### src/rtl/core/assert_macros.svh
// ---------------------------------------------------------------------------
// Assertion macros
// Concurrent assertion helpers shared by the RTL; empty under synthesis.
// ---------------------------------------------------------------------------
`ifndef ASSERT_MACROS_SVH
`define ASSERT_MACROS_SVH

`ifndef SYNTHESIS

`define ASSERT_IMPLIES(label, clk, rst_n, ante, cons) \
  label: assert property (@(posedge clk) disable iff (!rst_n) (ante) |-> (cons)) \
    else $error("assertion failed");

`define ASSERT_NEXT(label, clk, rst_n, ante, cons) \
  label: assert property (@(posedge clk) disable iff (!rst_n) (ante) |=> (cons)) \
    else $error("assertion failed");

`else

`define ASSERT_IMPLIES(label, clk, rst_n, ante, cons)

`define ASSERT_NEXT(label, clk, rst_n, ante, cons)

`endif

`endif

### src/rtl/core/crcfr_pkg.sv
// ---------------------------------------------------------------------------
// crcfr_pkg
// Types, codes and the CRC32C byte update for the frame receiver.
// ---------------------------------------------------------------------------
`default_nettype none

package crcfr_pkg;

  localparam logic [31:0] CRC_POLY      = 32'h82F63B78;
  localparam logic [31:0] CRC_INIT      = 32'hFFFFFFFF;
  localparam logic [24:0] PAYLOAD_LIMIT = 25'd16777216;

  localparam int TDATA_W = 176;
  localparam int CFG_IDX_W = 8;

  localparam logic [CFG_IDX_W-1:0] CFG_MAGIC_WORD  = 8'd0;
  localparam logic [CFG_IDX_W-1:0] CFG_MAX_PAYLOAD = 8'd1;

  localparam logic KIND_PAYLOAD = 1'b0;
  localparam logic KIND_STATUS  = 1'b1;

  localparam logic [4:0] HDR_LAST = 5'd23;

  typedef enum logic [1:0] {
    ST_OK        = 2'd0,
    ST_BAD_MAGIC = 2'd1,
    ST_TOO_LARGE = 2'd2,
    ST_CRC_ERR   = 2'd3
  } status_t;

  typedef enum logic [1:0] {
    PH_HEADER  = 2'd0,
    PH_PAYLOAD = 2'd1,
    PH_TRAILER = 2'd2,
    PH_HUNT    = 2'd3
  } phase_t;

  typedef struct packed {
    logic        kind;
    logic [7:0]  data_byte;
    status_t     status;
    logic [7:0]  version;
    logic [7:0]  msg_type;
    logic [15:0] msg_flags;
    logic [63:0] request_id;
    logic [31:0] length_seen;
    logic [31:0] crc_received;
  } result_t;

  function automatic logic [31:0] crc32c_byte(input logic [31:0] crc, input logic [7:0] b);
    logic [31:0] c;
    c = crc ^ {24'd0, b};
    for (int k = 0; k < 8; k++) begin
      c = (c >> 1) ^ (c[0] ? CRC_POLY : 32'd0);
    end
    return c;
  endfunction

endpackage

`default_nettype wire

### src/rtl/core/crcfr_parser.sv
// ---------------------------------------------------------------------------
// crcfr_parser
// Frame state machine: header fields, payload count, CRC and trailer check.
// ---------------------------------------------------------------------------
`default_nettype none

module crcfr_parser (
  input  wire logic                clk,
  input  wire logic                rst_n,
  input  wire logic                step,
  input  wire logic [7:0]          rx_byte,
  input  wire logic [31:0]         magic_word,
  input  wire logic [24:0]         max_payload,
  output logic                     res_valid,
  output crcfr_pkg::result_t       res
);

  crcfr_pkg::phase_t phase_r, phase_nxt;
  logic [24:0] cnt_r, cnt_nxt;
  logic [31:0] magic_acc_r, magic_acc_nxt;
  logic [7:0]  version_r, version_nxt;
  logic [7:0]  type_r, type_nxt;
  logic [15:0] flags_r, flags_nxt;
  logic [63:0] reqid_r, reqid_nxt;
  logic [31:0] length_r, length_nxt;
  logic [31:0] crc_r, crc_nxt;
  logic [31:0] trailer_r, trailer_nxt;

  logic [4:0]  hidx;
  logic [4:0]  rid_off;
  logic [24:0] cnt_inc;
  logic [31:0] crc_upd;

  assign hidx    = cnt_r[4:0];
  assign rid_off = hidx - 5'd12;
  assign cnt_inc = cnt_r + 25'd1;
  assign crc_upd = crcfr_pkg::crc32c_byte(crc_r, rx_byte);

  always_ff @(posedge clk) begin
    if (!rst_n) begin
      phase_r     <= crcfr_pkg::PH_HEADER;
      cnt_r       <= '0;
      magic_acc_r <= '0;
      version_r   <= '0;
      type_r      <= '0;
      flags_r     <= '0;
      reqid_r     <= '0;
      length_r    <= '0;
      crc_r       <= crcfr_pkg::CRC_INIT;
      trailer_r   <= '0;
    end else if (step) begin
      phase_r     <= phase_nxt;
      cnt_r       <= cnt_nxt;
      magic_acc_r <= magic_acc_nxt;
      version_r   <= version_nxt;
      type_r      <= type_nxt;
      flags_r     <= flags_nxt;
      reqid_r     <= reqid_nxt;
      length_r    <= length_nxt;
      crc_r       <= crc_nxt;
      trailer_r   <= trailer_nxt;
    end
  end

  always_comb begin
    phase_nxt     = phase_r;
    cnt_nxt       = cnt_r;
    magic_acc_nxt = magic_acc_r;
    version_nxt   = version_r;
    type_nxt      = type_r;
    flags_nxt     = flags_r;
    reqid_nxt     = reqid_r;
    length_nxt    = length_r;
    crc_nxt       = crc_r;
    trailer_nxt   = trailer_r;
    res_valid     = 1'b0;
    res           = '0;

    case (phase_r)
      crcfr_pkg::PH_HEADER: begin
        cnt_nxt = cnt_inc;
        if (hidx < 5'd4) begin
          magic_acc_nxt[8*hidx[1:0] +: 8] = rx_byte;
          if (hidx == 5'd3) begin
            if (magic_acc_nxt != magic_word) begin
              res_valid    = 1'b1;
              res.kind     = crcfr_pkg::KIND_STATUS;
              res.status   = crcfr_pkg::ST_BAD_MAGIC;
              phase_nxt    = crcfr_pkg::PH_HUNT;
              cnt_nxt      = 25'd4;
            end else begin
              crc_nxt = crcfr_pkg::CRC_INIT;
            end
          end
        end else begin
          crc_nxt = crc_upd;
          case (hidx)
            5'd4:    version_nxt = rx_byte;
            5'd5:    type_nxt = rx_byte;
            5'd6:    flags_nxt[7:0] = rx_byte;
            5'd7:    flags_nxt[15:8] = rx_byte;
            default: begin
              if (hidx >= 5'd12 && hidx < 5'd20) begin
                reqid_nxt[8*rid_off[2:0] +: 8] = rx_byte;
              end else if (hidx >= 5'd20) begin
                length_nxt[8*hidx[1:0] +: 8] = rx_byte;
              end
            end
          endcase
          if (hidx == crcfr_pkg::HDR_LAST) begin
            trailer_nxt = '0;
            if (length_nxt > {7'd0, max_payload}) begin
              res_valid        = 1'b1;
              res.kind         = crcfr_pkg::KIND_STATUS;
              res.status       = crcfr_pkg::ST_TOO_LARGE;
              res.version      = version_r;
              res.msg_type     = type_r;
              res.msg_flags    = flags_r;
              res.request_id   = reqid_r;
              res.length_seen  = length_nxt;
              phase_nxt        = crcfr_pkg::PH_HUNT;
              cnt_nxt          = '0;
              magic_acc_nxt    = '0;
            end else begin
              cnt_nxt   = '0;
              phase_nxt = (length_nxt == 32'd0) ? crcfr_pkg::PH_TRAILER
                                                : crcfr_pkg::PH_PAYLOAD;
            end
          end
        end
      end

      crcfr_pkg::PH_PAYLOAD: begin
        crc_nxt       = crc_upd;
        cnt_nxt       = cnt_inc;
        if ({7'd0, cnt_inc} >= length_r) begin
          cnt_nxt   = '0;
          phase_nxt = crcfr_pkg::PH_TRAILER;
        end
        res_valid     = 1'b1;
        res.kind      = crcfr_pkg::KIND_PAYLOAD;
        res.data_byte = rx_byte;
      end

      crcfr_pkg::PH_TRAILER: begin
        trailer_nxt[8*cnt_r[1:0] +: 8] = rx_byte;
        cnt_nxt = {23'd0, cnt_r[1:0]} + 25'd1;
        if (cnt_r[1:0] == 2'd3) begin
          res_valid        = 1'b1;
          res.kind         = crcfr_pkg::KIND_STATUS;
          res.version      = version_r;
          res.msg_type     = type_r;
          res.msg_flags    = flags_r;
          res.request_id   = reqid_r;
          res.length_seen  = length_r;
          res.crc_received = trailer_nxt;
          cnt_nxt          = '0;
          if (~crc_r == trailer_nxt) begin
            res.status = crcfr_pkg::ST_OK;
            phase_nxt  = crcfr_pkg::PH_HEADER;
          end else begin
            res.status    = crcfr_pkg::ST_CRC_ERR;
            phase_nxt     = crcfr_pkg::PH_HUNT;
            magic_acc_nxt = '0;
          end
        end
      end

      crcfr_pkg::PH_HUNT: begin
        magic_acc_nxt = {rx_byte, magic_acc_r[31:8]};
        if (cnt_r < 25'd4) begin
          cnt_nxt = cnt_inc;
        end
        if (cnt_nxt >= 25'd4 && magic_acc_nxt == magic_word) begin
          phase_nxt = crcfr_pkg::PH_HEADER;
          cnt_nxt   = 25'd4;
          crc_nxt   = crcfr_pkg::CRC_INIT;
        end
      end

      default: begin
        phase_nxt = crcfr_pkg::PH_HEADER;
      end
    endcase
  end

endmodule

`default_nettype wire

### src/rtl/core/crc32c_frame_receiver.sv
// ---------------------------------------------------------------------------
// crc32c_frame_receiver
// CRC32C-checked frame receiver: header parse, payload pass-through, status.
// ---------------------------------------------------------------------------
// Takes one received byte per item and accepts a byte every clock while
// in_tready is high. Each byte is handled in the cycle it is accepted and
// its result, if any (a payload byte or a status item), sits in the output
// register from the next cycle on; in_tready drops only while that register
// holds an item that the sink has not taken. The single-byte CRC32C update
// from crc_r back into the state registers sets the one-byte-per-clock figure.
// Configuration writes are always taken and belong in idle periods.
`default_nettype none
`include "assert_macros.svh"

module crc32c_frame_receiver (
  input  wire logic                             clk,
  input  wire logic                             rst_n,
  // config channel
  input  wire logic                             cfg_valid,
  output logic                                  cfg_ready,
  input  wire logic [crcfr_pkg::CFG_IDX_W-1:0]  cfg_index,
  input  wire logic [31:0]                      cfg_data,
  // input stream
  input  wire logic                             in_tvalid,
  output logic                                  in_tready,
  input  wire logic [7:0]                       in_tdata,   // [7:0] rx_byte
  // result stream
  output logic                                  out_tvalid,
  input  wire logic                             out_tready,
  // [7:0] data_byte, [9:8] status, [17:10] version, [25:18] msg_type,
  // [41:26] msg_flags, [105:42] request_id, [137:106] length_seen,
  // [169:138] crc_received, [175:170] zero
  output logic [crcfr_pkg::TDATA_W-1:0]         out_tdata,
  output logic                                  out_tuser   // [0] kind
);

  logic [31:0] magic_word_r;
  logic [24:0] max_payload_r;

  logic                             out_tvalid_r, out_tvalid_nxt;
  logic [crcfr_pkg::TDATA_W-1:0]    out_tdata_r;
  logic                             out_tuser_r;

  logic                in_accept;
  logic                res_valid;
  crcfr_pkg::result_t  res;

  assign cfg_ready = 1'b1;

  always_ff @(posedge clk) begin
    if (!rst_n) begin
      magic_word_r  <= '0;
      max_payload_r <= crcfr_pkg::PAYLOAD_LIMIT;
    end else if (cfg_valid) begin
      if (cfg_index == crcfr_pkg::CFG_MAGIC_WORD) begin
        magic_word_r <= cfg_data;
      end else if (cfg_index == crcfr_pkg::CFG_MAX_PAYLOAD) begin
        max_payload_r <= cfg_data[24:0];
      end
    end
  end

  assign in_tready = !out_tvalid_r || out_tready;
  assign in_accept = in_tvalid && in_tready;

  crcfr_parser u_parser (
    .clk         (clk),
    .rst_n       (rst_n),
    .step        (in_accept),
    .rx_byte     (in_tdata),
    .magic_word  (magic_word_r),
    .max_payload (max_payload_r),
    .res_valid   (res_valid),
    .res         (res)
  );

  always_comb begin
    out_tvalid_nxt = out_tvalid_r;
    if (in_accept) begin
      out_tvalid_nxt = res_valid;
    end else if (out_tready) begin
      out_tvalid_nxt = 1'b0;
    end
  end

  always_ff @(posedge clk) begin
    if (!rst_n) begin
      out_tvalid_r <= 1'b0;
    end else begin
      out_tvalid_r <= out_tvalid_nxt;
    end
  end

  always_ff @(posedge clk) begin
    if (in_accept && res_valid) begin
      out_tuser_r <= res.kind;
      out_tdata_r <= {6'd0, res.crc_received, res.length_seen, res.request_id,
                      res.msg_flags, res.msg_type, res.version, res.status,
                      res.data_byte};
    end
  end

  assign out_tvalid = out_tvalid_r;
  assign out_tdata  = out_tdata_r;
  assign out_tuser  = out_tuser_r;

  `ASSERT_IMPLIES(a_payload_clean, clk, rst_n, out_tvalid_r && out_tuser_r == crcfr_pkg::KIND_PAYLOAD, out_tdata_r[crcfr_pkg::TDATA_W-1:8] == '0)
  `ASSERT_IMPLIES(a_status_clean, clk, rst_n, out_tvalid_r && out_tuser_r == crcfr_pkg::KIND_STATUS, out_tdata_r[7:0] == 8'd0)
  `ASSERT_NEXT(a_result_lands, clk, rst_n, in_accept && res_valid, out_tvalid_r)

endmodule

`default_nettype wire
### config.mk
export PLATFORM = sky130hd
export DESIGN_NAME = crc32c_frame_receiver
export DESIGN_NICKNAME = d
export VERILOG_FILES = /design/src/rtl/core/crcfr_pkg.sv /design/src/rtl/core/crcfr_parser.sv /design/src/rtl/core/crc32c_frame_receiver.sv
export VERILOG_INCLUDE_DIRS = /design/src /design/src/rtl/core
export SDC_FILE = /design/constraint.sdc
export NUM_CORES = 1
export LEC_CHECK = 0
export BUFFER_PORTS_ARGS = -buffer_cell sky130_fd_sc_hd__buf_2
export CORE_MARGIN = 2
export CORE_UTILIZATION = 60
export DETAILED_ROUTE_END_ITERATION = 6
export PLACE_DENSITY = 0.81
export SLEW_MARGIN = 25
export SYNTH_ARGS = -nofsm -noshare
export SYNTH_HDL_FRONTEND = slang
export SYNTH_SLANG_ARGS = --single-unit
export TNS_END_PERCENT = 50
### constraint.sdc
create_clock -name clk -period 19.45 [get_ports clk]
set_input_delay 1.945 -clock clk [delete_from_list [all_inputs] [get_ports clk]]
set_output_delay 1.945 -clock clk [all_outputs]
set_load 0.05 [all_outputs]
==> results.ini <==
[power_and_ir_drop]
p_leak_nw=10.6
power_density_nw_per_um2=93.0
ir_worst_vdd_v=0.0000791
power_w=0.00255

[route]
first_pass_iters=6
ant_nets=0
wirelength_um=85700
drtIter0Drc=2825
viasPerCell=6.59
vias=22191
drt_drc_violations_left=0
routedWlPerCell_um=25.4

[sta]
worst_slew_pin_slew_ns=1.13
fmax_ghz=0.127
fin_skew_ns=0.0181
slew-limit-headroom=0.242
rsz0062_at_grt=no
period_share=0.404
finalSetupViolations=0
hold_slack_ns=0.450
setup_tns_ns=0
setup_ws_ns=11.60
drv_slew=0
period_minus_slack_ns=7.85
hold_violations=0

[clocking]
clkSlewWorstSetupHoldPaths_ns=0.07
cts.repair.resized=0
cts_tree=built
htree_levels=2
clk_path_buf_depth=3
cts_buffers=49
cts_sinks=480
cts_hold_buf=0
clkLatencyLatePin_ns=0.61
post_cts_buffers=0
root_buffer=clkbuf_16

[die]
rows=73
fp.dieW_um=205
die_h_um=205
start_util=0.610
ioPinCount=233
die-area_um2=42200
core_area_um2=39900

[finish]
nets=2910
syn2layout_area_growth_pct=12.8
diodes=0
stdcell_area_um2=27500
drive_above_1_share=0.145

[job]
drv_cap=0

[outcome]
run_status=finished, final reports clean

[synth]
async_flop_share=0
synth_area_per_cell_um2=9.11
synth_cells=2674
synth_edf_count=171
synth_cell_types=89
ys_seq_area_frac=0.465
yosysTopAreaCell=dfxtp_1
yosysTopAreaCellShare=0.254
ys.flop_type=dfxtp_1
netlist_top_cells_area=dfxtp_1, edfxtp_1, nand2_1, a21oi_1, nor2_1
synth_area_um2=24300
synth-seq-cells=480
yosys_warnings=0

[placement]
postPlaceCellArea_um2=25800
place_hpwl_um=58000
pre_cts_ws_ns=11.05
port_buffers=225
routabilityCongestion=0.985

[grt]
grt_pass1_vias=20697
grt_max_degree=116
antenna_found_initial=1
track_usage=0.402
grt_pass1_wl_um=128000
grt_overflow=0

[critical_path]
cp.arrival_ns=8.08
cp_max_fo=74
cp.required_ns=19.67
end_kind=flip-flop
crit_path_start_kind=primary input
worst-setup-path-type=in -> reg

[min_path]
worstHoldPathType=reg -> reg

## metrics by stage
| step | cells | utilization |
|---|---|---|
| 2_1_floorplan | 2679 | - |
| 3_3_place_gp | 3271 | 0.644 |
| 3_5_place_dp | 3276 | 0.645 |
| 4_1_cts | 3368 | 0.687 |
| 5_1_grt | 3368 | 0.688 |
| 6_report | 3368 | 0.688 |
## layout make-up
class / count / area [um^2]
Timing Repair Buffer: 272 / 1490
Clock buffer: 65 / 1400
Fill cell: 3031 / 12500
Tap cell: 525 / 657
Inverter: 110 / 420
Sequential cell: 480 / 11300
Multi-Input combinational cell: 1889 / 11900
Clock inverter: 27 / 284
## Yosys cell counts (10+ instances only)
cell / n
a211oi_1: 50
a211oi_2: 10
a21oi_1: 197
a22oi_1: 50
a311oi_1: 11
a31oi_1: 34
a32o_1: 12
and2_1: 125
and3_1: 16
buf_2: 22
clkbuf_1: 160
dfxtp_1: 309
edfxtp_1: 171
ha_1: 55
inv_1: 109
mux2i_1: 84
nand2_1: 267
nand2b_1: 21
nand3_1: 92
nand4_1: 31
nor2_1: 253
nor2b_1: 43
nor3_1: 51
nor4_1: 34
o211ai_1: 14
o21a_1: 10
o21ai_0: 49
o22ai_1: 37
o31ai_1: 12
or2_2: 11
xnor2_1: 88
xor2_1: 57
## cell families after synthesis
group,count (synthesis),share of synthesized area
mux,87,0.0359
simple gates,1018,0.209
xor+xnor,146,0.0528
fa+ha+maj,55,0.0283
compound gates,576,0.158
other cells,2,0.000308
buf+inv,310,0.0507
flops,480,0.465
## path summary, 6_finish.rpt
kind         slack [ns]             endpoint  cells past startpoint           startpoint
max               11.60       out_tdata[114]                     17          in_tdata[2]
min                0.45  u_parser.reqid_r[7]                      2  u_parser.reqid_r[7]
max reg2reg       11.84       out_tdata[114]                     18    u_parser.cnt_r[1]
min reg2reg        0.45  u_parser.reqid_r[7]                      2  u_parser.reqid_r[7]
## worst max-delay path, stage by stage
cell and delay [ns]:
buf_2 0.08, buf_4 0.48, nand2_1 0.28, nor3_1 0.38
a21oi_1 0.12, inv_1 0.09, ha_1 0.17, nand4_1 0.11
or4_1 0.45, a2111oi_0 0.83, o31ai_1 0.18, or2_1 0.24
buf_4 0.26, and2_1 0.25, a31oi_4 0.53, buf_4 0.70
buf_4 0.83
## power breakdown
part	internal, W	switching, W	leakage (nW)
registers	0.00107	0.0000278	4.08
clock network	0.000563	0.000424	0.810
logic	0.000142	0.000330	5.75
## flip-flops by register name (all words and copies together), names as in the netlist
signal                flops
u_parser.reqid_r         64
max_payload_r            25
u_parser.version_r        8
out_tvalid                1
out_tuser                 1
out_tdata               170
u_parser.length_r        32
u_parser.flags_r         16
u_parser.trailer_r       32
u_parser.crc_r           32
u_parser.magic_acc_r     32
u_parser.cnt_r           25
u_parser.type_r           8
u_parser.phase_r          2
magic_word_r             32
## per-layer routing
metal / part of all wire / GRT usage / vias to the layer above
met5: 0 / 0 / -
met1: 0.40 / 0.551 / 10517
met3: 0.12 / 0.0892 / 269
met2: 0.44 / 0.615 / 1626
met4: 0.043 / 0.169 / 0
li1: - / - / 9779
## cells in the final DEF, fill, tap and decap left out, drive strengths merged, types with 8 or more instances in the layout
cell type and instances:
xnor2 89, o21a 10, nor2b 43, dfxtp 309, a22oi 50, nand3 92
mux2i 84, o22ai 37, and2 125, a21oi 197, nand2 268, nor3 51
o211ai 14, o21ai 51, clkinv 16, and4bb 8, nor4 35, clkbuf 65
o2bb2ai 8, nand2b 21, inv 112, a211oi 60, o31ai 12, or4 8
buf 272, a31oi 34, a311oi 11, nand4 31, edfxtp 171, a32o 12
and3 17, nor2 253, ha 55, or2 13, xor2 57
No activity file was read; power rests on OpenSTA's default activity.
